$ cat config.mk
export PLATFORM = sky130hd
export DESIGN_NAME = command_text_safety_filter
export DESIGN_NICKNAME = d
export VERILOG_FILES = /design/src/rtl/cstf_pkg.sv /design/src/rtl/command_text_safety_filter.sv /design/src/rtl/cstf_front.sv /design/src/rtl/cstf_queue.sv /design/src/rtl/cstf_back.sv
export SDC_FILE = /design/constraint.sdc
export NUM_CORES = 1
export LEC_CHECK = 0
export BUFFER_PORTS_ARGS = -buffer_cell sky130_fd_sc_hd__buf_2
export CAP_MARGIN = 20
export CORE_MARGIN = 2
export CORE_UTILIZATION = 35
export DETAILED_ROUTE_END_ITERATION = 16
export REMOVE_ABC_BUFFERS = 1
export SLEW_MARGIN = 40
export SYNTH_ARGS = -nofsm -noshare
export SYNTH_HDL_FRONTEND = slang
export SYNTH_SLANG_ARGS = --single-unit
$ cat constraint.sdc
create_clock -name clk -period 4.7 [get_ports clk]
set_input_delay 0.705 -clock clk [delete_from_list [all_inputs] [get_ports clk]]
set_output_delay 0.705 -clock clk [all_outputs]
set_load 0.05 [all_outputs]
$ cat src/rtl/cstf_pkg.sv
`default_nettype none
// ----------------------------------------------------------------------------
// Command text safety filter package
// Shared types, pattern tables and the bit-parallel matcher step function.
// ----------------------------------------------------------------------------
package cstf_pkg;

  localparam int MAX_TEXT_LEN_DEF = 256;
  localparam int PAT_MAX          = 16;
  localparam int NUM_PAT          = 19;
  localparam int NUM_BLOCK        = 11;
  localparam int FIRST_PIPE       = 9;
  localparam int WARN_BASE        = 11;
  localparam int QUEUE_DEPTH      = 2;

  // item kinds handed from the front to the back
  localparam logic [1:0] OP_NONE = 2'd0;
  localparam logic [1:0] OP_EXAM = 2'd1;
  localparam logic [1:0] OP_END  = 2'd2;

  // block reasons
  localparam logic [2:0] REASON_NONE  = 3'd0;
  localparam logic [2:0] REASON_RM_RF = 3'd1;
  localparam logic [2:0] REASON_MKFS  = 3'd2;
  localparam logic [2:0] REASON_DD_IF = 3'd3;
  localparam logic [2:0] REASON_DEV   = 3'd4;
  localparam logic [2:0] REASON_FORK  = 3'd5;
  localparam logic [2:0] REASON_PIPE  = 3'd6;

  // pattern element codes
  localparam logic [7:0] CH_WS1   = 8'h20;  // one or more whitespace
  localparam logic [7:0] CH_WS0   = 8'h7E;  // zero or more whitespace
  localparam logic [7:0] CASE_OFS = 8'h20;

  typedef struct packed {
    logic [1:0] op;
    logic [7:0] ch;
    logic       ws;
    logic       alnum;
    logic       last;
  } item_t;

  typedef logic [PAT_MAX-1:0] prog_t;

  // Strings are right-justified: element i of a pattern of length L sits at
  // byte L-1-i. Order follows the found-flag bits.
  localparam logic [PAT_MAX*8-1:0] PAT_TEXT [NUM_PAT] = '{
    "RM -RF", "MKFS", "DD IF=", "> /DEV/SD", ">/DEV/SD",
    ":(){", ":|:&", "CURL", "WGET", "|~SH", "|~BASH",
    "SUDO", "CHMOD 777", "CHOWN ROOT", "PASSWORD~=", "TOKEN~=",
    "API_KEY~=", "SECRET~=", {"PRIVATE", "_KEY~="}
  };

  localparam int PAT_LEN [NUM_PAT] = '{
    6, 4, 6, 9, 8, 4, 4, 4, 4, 4, 6,
    4, 9, 10, 10, 7, 9, 8, 13
  };

  function automatic logic is_ws(input logic [7:0] c);
    return (c == 8'h20) || ((c >= 8'h09) && (c <= 8'h0D));
  endfunction

  function automatic logic is_alnum(input logic [7:0] c);
    return ((c >= 8'h30) && (c <= 8'h39)) || ((c >= 8'h41) && (c <= 8'h5A));
  endfunction

  // Advance one pattern's progress vector by one byte.
  function automatic prog_t pat_step(input int k, input prog_t old,
                                     input logic [7:0] c, input logic ws);
    prog_t      nw;
    prog_t      prev;
    logic [7:0] e;
    logic       hit;
    logic       last_hit;
    int         len;
    int         idx;
    nw       = '0;
    prev     = {old[PAT_MAX-2:0], 1'b1};
    last_hit = 1'b0;
    len      = PAT_LEN[k];
    for (int i = 0; i < PAT_MAX; i++) begin
      idx = (i < len) ? (len - 1 - i) : 0;
      e   = PAT_TEXT[k][idx*8 +: 8];
      hit = 1'b0;
      if (i < len) begin
        if (e == CH_WS1) begin
          hit = ws && (prev[i] || old[i]);
        end else if (e == CH_WS0) begin
          hit = (ws && (prev[i] || old[i])) || last_hit;
        end else begin
          hit = (c == e) && prev[i];
        end
      end
      nw[i]    = hit;
      last_hit = hit;
    end
    return nw;
  endfunction

endpackage
`default_nettype wire

$ cat src/rtl/command_text_safety_filter.sv
`default_nettype none
// ----------------------------------------------------------------------------
// Command text safety filter
// Path: a last beat is written into the queue, then on leaving it loads the
//   result register and its valid once that register is free.
// Throughput: one byte beat per cycle unless the full queue stalls input;
//   all 19 matchers advance together per byte; the loop sets no limit.
// Reset: clears length tracking, the queue, all match progress and flags,
//   and the result valid; the first beat may follow right after reset.
// ----------------------------------------------------------------------------
module command_text_safety_filter #(
  parameter int MAX_TEXT_LEN = cstf_pkg::MAX_TEXT_LEN_DEF
) (
  input  wire logic       clk,
  input  wire logic       rst,
  input  wire logic       in_valid,
  output logic            in_stall,
  input  wire logic [7:0] text_byte,
  input  wire logic       last_byte,
  output logic            out_valid,
  input  wire logic       out_stall,
  output logic            is_safe,
  output logic [2:0]      block_reason,
  output logic            warn_sudo,
  output logic            warn_world_writable,
  output logic            warn_owner_root,
  output logic            warn_credential
);

  // Front: fold case, count examined bytes, spot the zero terminator and
  // tag every beat with its kind plus whitespace and word-char class.
  logic            push;
  cstf_pkg::item_t push_item;
  logic            q_full;

  // Queue: a couple of entries so the front keeps taking beats while the
  // back waits on a stalled result.
  logic            head_valid;
  cstf_pkg::item_t head_item;
  logic            pop;

  cstf_front #(
    .MAX_TEXT_LEN (MAX_TEXT_LEN)
  ) u_front (
    .clk       (clk),
    .rst       (rst),
    .in_valid  (in_valid),
    .in_stall  (in_stall),
    .text_byte (text_byte),
    .last_byte (last_byte),
    .q_full    (q_full),
    .push      (push),
    .push_item (push_item)
  );

  cstf_queue #(
    .DEPTH (cstf_pkg::QUEUE_DEPTH)
  ) u_queue (
    .clk        (clk),
    .rst        (rst),
    .push       (push),
    .push_item  (push_item),
    .full       (q_full),
    .head_valid (head_valid),
    .head_item  (head_item),
    .pop        (pop)
  );

  // Back: advance the matcher bank per examined byte, hold a pipe token
  // until its boundary, and on the last beat load the result register.
  // A last beat only leaves the queue when the result register is free.
  cstf_back u_back (
    .clk                 (clk),
    .rst                 (rst),
    .head_valid          (head_valid),
    .head_item           (head_item),
    .pop                 (pop),
    .out_valid           (out_valid),
    .out_stall           (out_stall),
    .is_safe             (is_safe),
    .block_reason        (block_reason),
    .warn_sudo           (warn_sudo),
    .warn_world_writable (warn_world_writable),
    .warn_owner_root     (warn_owner_root),
    .warn_credential     (warn_credential)
  );

  // Blocked text never carries warnings.
  assert property (@(posedge clk) disable iff (rst)
    (out_valid && !is_safe) |->
      !(warn_sudo || warn_world_writable || warn_owner_root || warn_credential))
    else $error("warning reported on blocked text");

  // Safe flag and reason agree.
  assert property (@(posedge clk) disable iff (rst)
    out_valid |-> (is_safe == (block_reason == cstf_pkg::REASON_NONE)))
    else $error("is_safe disagrees with block_reason");

  // A last beat never overwrites a result still waiting downstream.
  assert property (@(posedge clk) disable iff (rst)
    (pop && head_item.last) |-> (!out_valid || !out_stall))
    else $error("result overwritten while stalled");

  // Front never pushes into a full queue.
  assert property (@(posedge clk) disable iff (rst)
    push |-> !q_full)
    else $error("push into full queue");

endmodule
`default_nettype wire

$ cat src/rtl/cstf_front.sv
`default_nettype none
// ----------------------------------------------------------------------------
// Command text safety filter front end
// Accept byte beats, fold case, track length and end of text, classify.
// ----------------------------------------------------------------------------
module cstf_front #(
  parameter int MAX_TEXT_LEN = cstf_pkg::MAX_TEXT_LEN_DEF
) (
  input  wire logic            clk,
  input  wire logic            rst,
  input  wire logic            in_valid,
  output logic                 in_stall,
  input  wire logic [7:0]      text_byte,
  input  wire logic            last_byte,
  input  wire logic            q_full,
  output logic                 push,
  output cstf_pkg::item_t      push_item
);

  localparam int CNT_W = (MAX_TEXT_LEN > 2) ? $clog2(MAX_TEXT_LEN) : 1;
  localparam logic [CNT_W-1:0] CNT_LIMIT = CNT_W'(MAX_TEXT_LEN - 1);

  logic [CNT_W-1:0] byte_count;
  logic [CNT_W-1:0] byte_count_next;
  logic             text_ended;
  logic             text_ended_next;
  logic [7:0]       folded;

  assign in_stall = q_full;
  assign push     = in_valid && !q_full;
  assign folded   = ((text_byte >= 8'h61) && (text_byte <= 8'h7A)) ?
                    (text_byte - cstf_pkg::CASE_OFS) : text_byte;

  always_comb begin
    byte_count_next = byte_count;
    text_ended_next = text_ended;
    push_item.op    = cstf_pkg::OP_NONE;
    push_item.ch    = folded;
    push_item.ws    = cstf_pkg::is_ws(folded);
    push_item.alnum = cstf_pkg::is_alnum(folded);
    push_item.last  = last_byte;
    if (!text_ended) begin
      if (text_byte == 8'h00) begin
        push_item.op    = cstf_pkg::OP_END;
        text_ended_next = 1'b1;
      end else if (byte_count < CNT_LIMIT) begin
        push_item.op    = cstf_pkg::OP_EXAM;
        byte_count_next = byte_count + 1'b1;
      end
    end
    if (last_byte) begin
      byte_count_next = '0;
      text_ended_next = 1'b0;
    end
  end

  always_ff @(posedge clk) begin
    if (rst) begin
      byte_count <= '0;
      text_ended <= 1'b0;
    end else if (push) begin
      byte_count <= byte_count_next;
      text_ended <= text_ended_next;
    end
  end

endmodule
`default_nettype wire

$ cat src/rtl/cstf_queue.sv
`default_nettype none
// ----------------------------------------------------------------------------
// Command text safety filter item queue
// Short FIFO between the classifying front and the matcher back end.
// ----------------------------------------------------------------------------
module cstf_queue #(
  parameter int DEPTH = cstf_pkg::QUEUE_DEPTH
) (
  input  wire logic            clk,
  input  wire logic            rst,
  input  wire logic            push,
  input  wire cstf_pkg::item_t push_item,
  output logic                 full,
  output logic                 head_valid,
  output cstf_pkg::item_t      head_item,
  input  wire logic            pop
);

  localparam int PTR_W = (DEPTH > 1) ? $clog2(DEPTH) : 1;
  localparam int CNT_W = $clog2(DEPTH + 1);
  localparam logic [PTR_W-1:0] PTR_LAST = PTR_W'(DEPTH - 1);
  localparam logic [CNT_W-1:0] CNT_FULL = CNT_W'(DEPTH);

  cstf_pkg::item_t  mem [DEPTH];
  logic [PTR_W-1:0] wr_ptr;
  logic [PTR_W-1:0] rd_ptr;
  logic [CNT_W-1:0] count;
  logic             do_pop;

  assign full       = (count == CNT_FULL);
  assign head_valid = (count != '0);
  assign head_item  = mem[rd_ptr];
  assign do_pop     = pop && head_valid;

  always_ff @(posedge clk) begin
    if (push) begin
      mem[wr_ptr] <= push_item;
    end
  end

  always_ff @(posedge clk) begin
    if (rst) begin
      wr_ptr <= '0;
      rd_ptr <= '0;
      count  <= '0;
    end else begin
      if (push) begin
        wr_ptr <= (wr_ptr == PTR_LAST) ? '0 : wr_ptr + 1'b1;
      end
      if (do_pop) begin
        rd_ptr <= (rd_ptr == PTR_LAST) ? '0 : rd_ptr + 1'b1;
      end
      if (push && !do_pop) begin
        count <= count + 1'b1;
      end else if (do_pop && !push) begin
        count <= count - 1'b1;
      end
    end
  end

endmodule
`default_nettype wire

$ cat src/rtl/cstf_back.sv
`default_nettype none
// ----------------------------------------------------------------------------
// Command text safety filter back end
// Matcher bank, sticky hit flags, pipe token boundary and result register.
// ----------------------------------------------------------------------------
module cstf_back (
  input  wire logic            clk,
  input  wire logic            rst,
  input  wire logic            head_valid,
  input  wire cstf_pkg::item_t head_item,
  output logic                 pop,
  output logic                 out_valid,
  input  wire logic            out_stall,
  output logic                 is_safe,
  output logic [2:0]           block_reason,
  output logic                 warn_sudo,
  output logic                 warn_world_writable,
  output logic                 warn_owner_root,
  output logic                 warn_credential
);

  localparam int NP = cstf_pkg::NUM_PAT;
  localparam int FP = cstf_pkg::FIRST_PIPE;
  localparam int WB = cstf_pkg::WARN_BASE;

  cstf_pkg::prog_t prog      [NP];
  cstf_pkg::prog_t prog_next [NP];
  logic [NP-1:0]   found;
  logic [NP-1:0]   found_next;
  logic [NP-1:0]   final_flags;
  logic [1:0]      pending;
  logic [1:0]      pending_next;
  logic            out_free;
  logic [2:0]      reason;

  assign out_free = !out_valid || !out_stall;
  assign pop      = head_valid && (!head_item.last || out_free);

  always_comb begin
    prog_next    = prog;
    found_next   = found;
    pending_next = pending;
    case (head_item.op)
      cstf_pkg::OP_EXAM: begin
        // resolve a pending pipe token on a non-word byte
        if (!head_item.alnum) begin
          found_next[FP +: 2] = found[FP +: 2] | pending;
        end
        pending_next = '0;
        for (int k = 0; k < NP; k++) begin
          prog_next[k] = cstf_pkg::pat_step(k, prog[k], head_item.ch, head_item.ws);
          if (prog_next[k][cstf_pkg::PAT_LEN[k]-1]) begin
            if ((k >= FP) && (k < cstf_pkg::NUM_BLOCK)) begin
              pending_next[1'(k - FP)] = 1'b1;
            end else begin
              found_next[k] = 1'b1;
            end
          end
        end
      end
      cstf_pkg::OP_END: begin
        found_next[FP +: 2] = found[FP +: 2] | pending;
        pending_next        = '0;
      end
      default: begin
      end
    endcase
  end

  always_comb begin
    final_flags          = found_next;
    final_flags[FP +: 2] = found_next[FP +: 2] | pending_next;
    if (final_flags[0]) begin
      reason = cstf_pkg::REASON_RM_RF;
    end else if (final_flags[1]) begin
      reason = cstf_pkg::REASON_MKFS;
    end else if (final_flags[2]) begin
      reason = cstf_pkg::REASON_DD_IF;
    end else if (final_flags[3] || final_flags[4]) begin
      reason = cstf_pkg::REASON_DEV;
    end else if (final_flags[5] && final_flags[6]) begin
      reason = cstf_pkg::REASON_FORK;
    end else if ((final_flags[7] || final_flags[8]) &&
                 (final_flags[9] || final_flags[10])) begin
      reason = cstf_pkg::REASON_PIPE;
    end else begin
      reason = cstf_pkg::REASON_NONE;
    end
  end

  always_ff @(posedge clk) begin
    if (rst) begin
      for (int k = 0; k < NP; k++) begin
        prog[k] <= '0;
      end
      found   <= '0;
      pending <= '0;
    end else if (pop) begin
      if (head_item.last) begin
        for (int k = 0; k < NP; k++) begin
          prog[k] <= '0;
        end
        found   <= '0;
        pending <= '0;
      end else begin
        prog    <= prog_next;
        found   <= found_next;
        pending <= pending_next;
      end
    end
  end

  always_ff @(posedge clk) begin
    if (rst) begin
      out_valid <= 1'b0;
    end else if (pop && head_item.last) begin
      out_valid <= 1'b1;
    end else if (!out_stall) begin
      out_valid <= 1'b0;
    end
  end

  always_ff @(posedge clk) begin
    if (pop && head_item.last) begin
      is_safe             <= (reason == cstf_pkg::REASON_NONE);
      block_reason        <= reason;
      warn_sudo           <= (reason == cstf_pkg::REASON_NONE) && final_flags[WB];
      warn_world_writable <= (reason == cstf_pkg::REASON_NONE) && final_flags[WB+1];
      warn_owner_root     <= (reason == cstf_pkg::REASON_NONE) && final_flags[WB+2];
      warn_credential     <= (reason == cstf_pkg::REASON_NONE) &&
                             (final_flags[NP-1:WB+3] != '0);
    end
  end

endmodule
`default_nettype wire
# ---- Word level (Yosys, flattened, before mapping)
# Memory sizes are Yosys's and may differ from the RTL's. A register that Yosys moved wholly into a read port is not among the register bits.
# Index checks and enable logic that the tools add are counted.
# W data, S select, Z words.
dict set report word_totals {
  reg_bits 153
  mem_bits_rw 26
  inputBits 13
  out_inout_bits 10
  mem_count 1
}
dict set report op_classes {
  n_addsub 6
  n_lt_le_gt_ge 9
  eq_ne 41
  muxes 78
  n_bitwise 2
  n_reduce_logical 167
}
# memory words width rd rd_ports_with_merged_regs wr line
set mem_list {}
lappend mem_list {u_queue.mem 2 13 1 1 1 cstf_queue.sv:24} ;# cstf_pkg::item_t mem [DEPTH];
# op count
set op_table {}
lappend op_table {{$mux W293} 2}
lappend op_table {{$eq A8 B7 Y1 const B} 25}
lappend op_table {{$logic_and A1 B1 Y1} 126}
lappend op_table {{$eq A8 B6 Y1 const B} 10}
lappend op_table {{$mux W1} 54}
lappend op_table {{$mux W8} 6}
lappend op_table {{$logic_or A1 B1 Y1} 26}
lappend op_table {{$mux W19} 1}
lappend op_table {{$mux W3} 6}
lappend op_table {{$ge A8 B7 Y1 const B} 2}
lappend op_table {{$le A8 B7 Y1 const B} 2}
lappend op_table {{$mux W2} 6}
lappend op_table {{$mux W9} 1}
lappend op_table {{$add A8 B1 Y8 const B} 1}
lappend op_table {{$ge A8 B4 Y1 const B} 1}
lappend op_table {{$ge A8 B6 Y1 const B} 1}
lappend op_table {{$le A8 B4 Y1 const B} 1}
lappend op_table {{$le A8 B6 Y1 const B} 1}
lappend op_table {{$logic_not A8 Y1} 1}
lappend op_table {{$lt A8 B8 Y1 const B} 1}
lappend op_table {{$pmux W2 S2} 2}
lappend op_table {{$reduce_bool A2 Y1} 4}
lappend op_table {{$sub A8 B6 Y8 const B} 1}
lappend op_table {{$logic_not A1 Y1} 6}
lappend op_table {{12 further kinds} 16}

# ---- Longest topological paths before layout
dict set report depth {
  depth_word 16
  depth_mapped 14
  mapped_depth_nobuf 8
}

# ---- Modules after synthesis
# Synthesis repeated with hierarchy kept, for this count alone.
dict set report unflattened {
  cells_unflattened 715
  area_unflattened_um2 7015.5
}
# mod instances cells_per_inst area_each_um2 seq_area_each_um2
set modules_own_cells {}
lappend modules_own_cells {cstf_back 1 562 5168.7 2642.5}
lappend modules_own_cells {cstf_queue 1 62 1143.6 880.8}
lappend modules_own_cells {cstf_front 1 91 703.2 180.2}

# ---- Least setup slack after synthesis
# OpenSTA, ideal clock, no wires.
dict set report synth_path {
  kind {register to register}
  start {register (tool-made name)}
  end {register u_back.warn_credential (data pin)}
  t_arrival_ps 2778
  setup_slack_ps 1746
  path_stages_with_launch 14
  path_buffers 5
  path_cell_list {dfxtp_1 -> buf_4 -> buf_4 -> buf_2 -> mux2i_1 -> inv_1 -> ha_1 -> buf_2 -> and3b_1 -> a22o_1 -> clkbuf_1 -> a31oi_1 -> nand3_1 -> nor4_1}
}
# element line
set synth_lines {}
lappend synth_lines {{to (signal assigned)} cstf_back.sv:130} ;# warn_credential <= (reason == cstf_pkg::REASON_NONE) &&
lappend synth_lines {{to (decl)} cstf_back.sv:19} ;# output logic warn_credential

==> results.cfg <==
[status]
status = complete, no violations

[power]
p_seq_frac = 0.427
power.internal_uw = 2470
power_frac_comb = 0.232
p_sw_frac = 0.3458
cellLeakagePower_uw = 0.002872
p_clk_frac = 0.341
switchingPower_uw = 1305
power_density_nw_per_um2 = 466.4
peakVddDrop_uv = 354.1

[clock_tree]
cts_hold_buffers = 0
cts_buffers = 17
cts_setup_buffers = 0
cts_resized = 0
cts_sinks = 168
clock_latency_ns = 0.44
clk_path_buf_depth = 2
ctsHtreeMaxLevel = 4
cts-root-buf = clkbuf_16
cts_tree = done
path_clk_slew_ns = 0.07

[logic_synthesis]
synthArstFlopShare = 0
synth-xor-area-share = 0.006108
syn_area_um2 = 7169
synthAdderAreaFrac = 0.01047
ys.warnings.count = 0
synth-simple-area-share = 0.2040
synth-compound-area-share = 0.2110
avgSynthCellArea_um2 = 9.728
ys_seq_elements = 168
ys.flop_type = dfxtp_1
synthCells = 737
synth_cell_type_count = 77
synth_edf_count = 34
synth_top_family_by_area = compound AO/OA/AOI/OAI gates
muxShareOfSynthArea = 0.01693
yosysSeqAreaShare = 0.5166

[grt]
use_met3 = 0.03385
antenna_found_initial = 0
grt_usage = 0.1671
grt_pass1_wl_mm = 28.57
grt_max_degree = 85
use_met1 = 0.2320
grtUsageMet2 = 0.2603
grt-ovfl-total = 0
grt_pass1_vias = 5127
grt-busiest-layer = met2

[timing]
fin_ws_ns = 1.447
setup_viol = 0
hold_viol = 0
slew_viol_final = 0
rsz0062_at_grt = false
tightest_slew_ns = 0.7144
final.setup.tns_ns = 0
finClkSkew_ns = 0.01071
relSlewSlack = 0.5237
max_freq_ghz = 0.3074
finalCriticalPeriod_ns = 3.253
fin_crit_sh = 0.6921

[final_layout]
n_antenna_cell = 0
regArea_um2 = 3704
multiInputGateArea_um2 = 3242
fin_nets = 767
layout_commonest_cell = dfxtp_1
final_cell_mix = 134 x dfxtp_1, 120 x nor2_1, 55 x a22oi_1
drive_above_1_share = 0.1289
nFillCells = 2019
synthToLayoutAreaGrowth_pct = 12.90

[drt]
first_pass_iters = 5
dr.first_iter.drc_count = 436
ant_nets = 0
drc = 0
wire_per_inst_um = 17.45
vias = 5687
via_per_inst = 5.521
drt_wl_total_mm = 17.98

[die]
core_um2 = 20170
fp-row-count = 52
die_h_um = 147.1
ioPinCount = 23
initial_core_util = 0.3555
die-area_um2 = 21640
die_w_um = 147.1

[worst_setup_path]
startpoint_type = flip-flop
ff2ff_setup_slack_ns = 1.45
critical_path_arrival_ns = 3.62
path_class = flip-flop to flip-flop
reg2reg_depth = 7
r2r_end = u_back.prog[83]
crit_path_max_fanout = 19
critical_path_required_ns = 5.07
worstSetupEndpoint = u_back.prog[83]
end_kind = flip-flop

[placed_design]
gp_congestion = 0.7915
hpwlAfterDp_mm = 12.28
pre_cts_slack_ns = 1.423
io_buffer_count = 22

[min_path]
hold_class = flip-flop to flip-flop

[flow_run]
maxCapViolCount = 0
area by class of cell:
cell class,count,area share
Clock buffer,19,0.05472
Clock inverter,12,0.01144
Inverter,19,0.008811
Multi-Input combinational cell,511,0.4005
Sequential cell,168,0.4576
Tap cell,270,0.04174
Timing Repair Buffer,31,0.02520
worst min path at each step:
stage,start,endpoint,slack [ns],cells after the start
3_5_place_dp,u_back.prog[65],u_back.prog[65],0.45,2
4_1_cts,u_back.prog[128],u_back.prog[128],0.46,2
2_1_floorplan,u_back.prog[65],u_back.prog[65],0.43,2
5_1_grt,u_back.pending[1],u_back.pending[1],0.47,2
6_report,u_back.prog[10],u_back.prog[10],0.46,2
3_3_place_gp,u_back.prog[102],u_back.prog[102],0.44,2
worst max-delay path, cell delays in order, from the launching register on:
cell and delay (ns):
dfxtp_1 0.38, mux2i_1 0.25, ha_1 0.65, inv_1 0.22
or3_2 0.78, nor3_1 0.62, a22oi_1 0.15, nor2_1 0.14
cell families (layout without fill, tap and decap cells):
kind of cell,Yosys count,in the layout
buf+inv,58,81
simple gates,284,284
xor+xnor,5,5
fa+ha+maj,6,6
compound gates,205,205
mux,11,11
flops,168,168
Yosys cell counts (all sizes together), types with 7 or more instances:
cell / number / area share
a21o: 7 / 0.0073
a21oi: 53 / 0.038
a22oi: 55 / 0.058
a31oi: 9 / 0.0087
a32oi: 18 / 0.022
and3: 7 / 0.0061
buf: 10 / 0.0098
clkbuf: 29 / 0.015
dfxtp: 134 / 0.37
edfxtp: 34 / 0.14
inv: 19 / 0.0099
mux2i: 8 / 0.012
nand2: 39 / 0.020
nand3: 17 / 0.012
nand3b: 10 / 0.010
nand4: 9 / 0.0079
nor2: 123 / 0.066
nor3: 22 / 0.018
nor4: 10 / 0.011
o21ai: 11 / 0.0077
through the flow:
step | util | area, um^2 | power [uW] | cells | hold slack [ns]
after global routing | 0.4013 | 8094 | 3938 | 1030 | 0.4732
final | 0.4013 | 8094 | 3775 | 1030 | 0.4570
after detailed placement | 0.3741 | 7546 | 2513 | 999 | 0.4470
after floorplan | - | 6990 | 2195 | 698 | 0.4255
after global placement | 0.3725 | 7512 | 2481 | 998 | 0.4416
after CTS | 0.4007 | 8082 | 3789 | 1030 | 0.4603
registers in the layout, summed over array words and instances, names as in the netlist, named ones only:
| signal | cells |
|---|---|
| u_back.prog | 98 |
| u_queue.mem | 26 |
| u_back.found | 19 |
| u_front.byte_count | 8 |
| u_back.block_reason | 3 |
| u_back.pending | 2 |
| u_queue.count | 2 |
| u_back.is_safe | 1 |
| u_back.out_valid | 1 |
| u_back.warn_credential | 1 |
| u_back.warn_owner_root | 1 |
| u_back.warn_sudo | 1 |
| u_back.warn_world_writable | 1 |
| u_front.text_ended | 1 |
| u_queue.rd_ptr | 1 |
| u_queue.wr_ptr | 1 |
power groups by stage:
stage                     clock network, uW  registers, uW  logic, uW
after floorplan                           0           1720        479
after global placement                    0           1640        839
after detailed placement                  0           1640        869
after CTS                              1310           1610        871
after global routing                   1370           1620        951
final                                  1290           1610        874
per-layer routing:
layer | wire length, um | vias to the layer above | share of wire
li1 | - | 2783 | -
met3 | 841 | 23 | 0.047
met1 | 8614 | 2735 | 0.48
met2 | 8168 | 146 | 0.45
met4 | 353 | 0 | 0.020
met5 | 0 | - | 0
No activity file was read; power rests on OpenSTA's default activity.
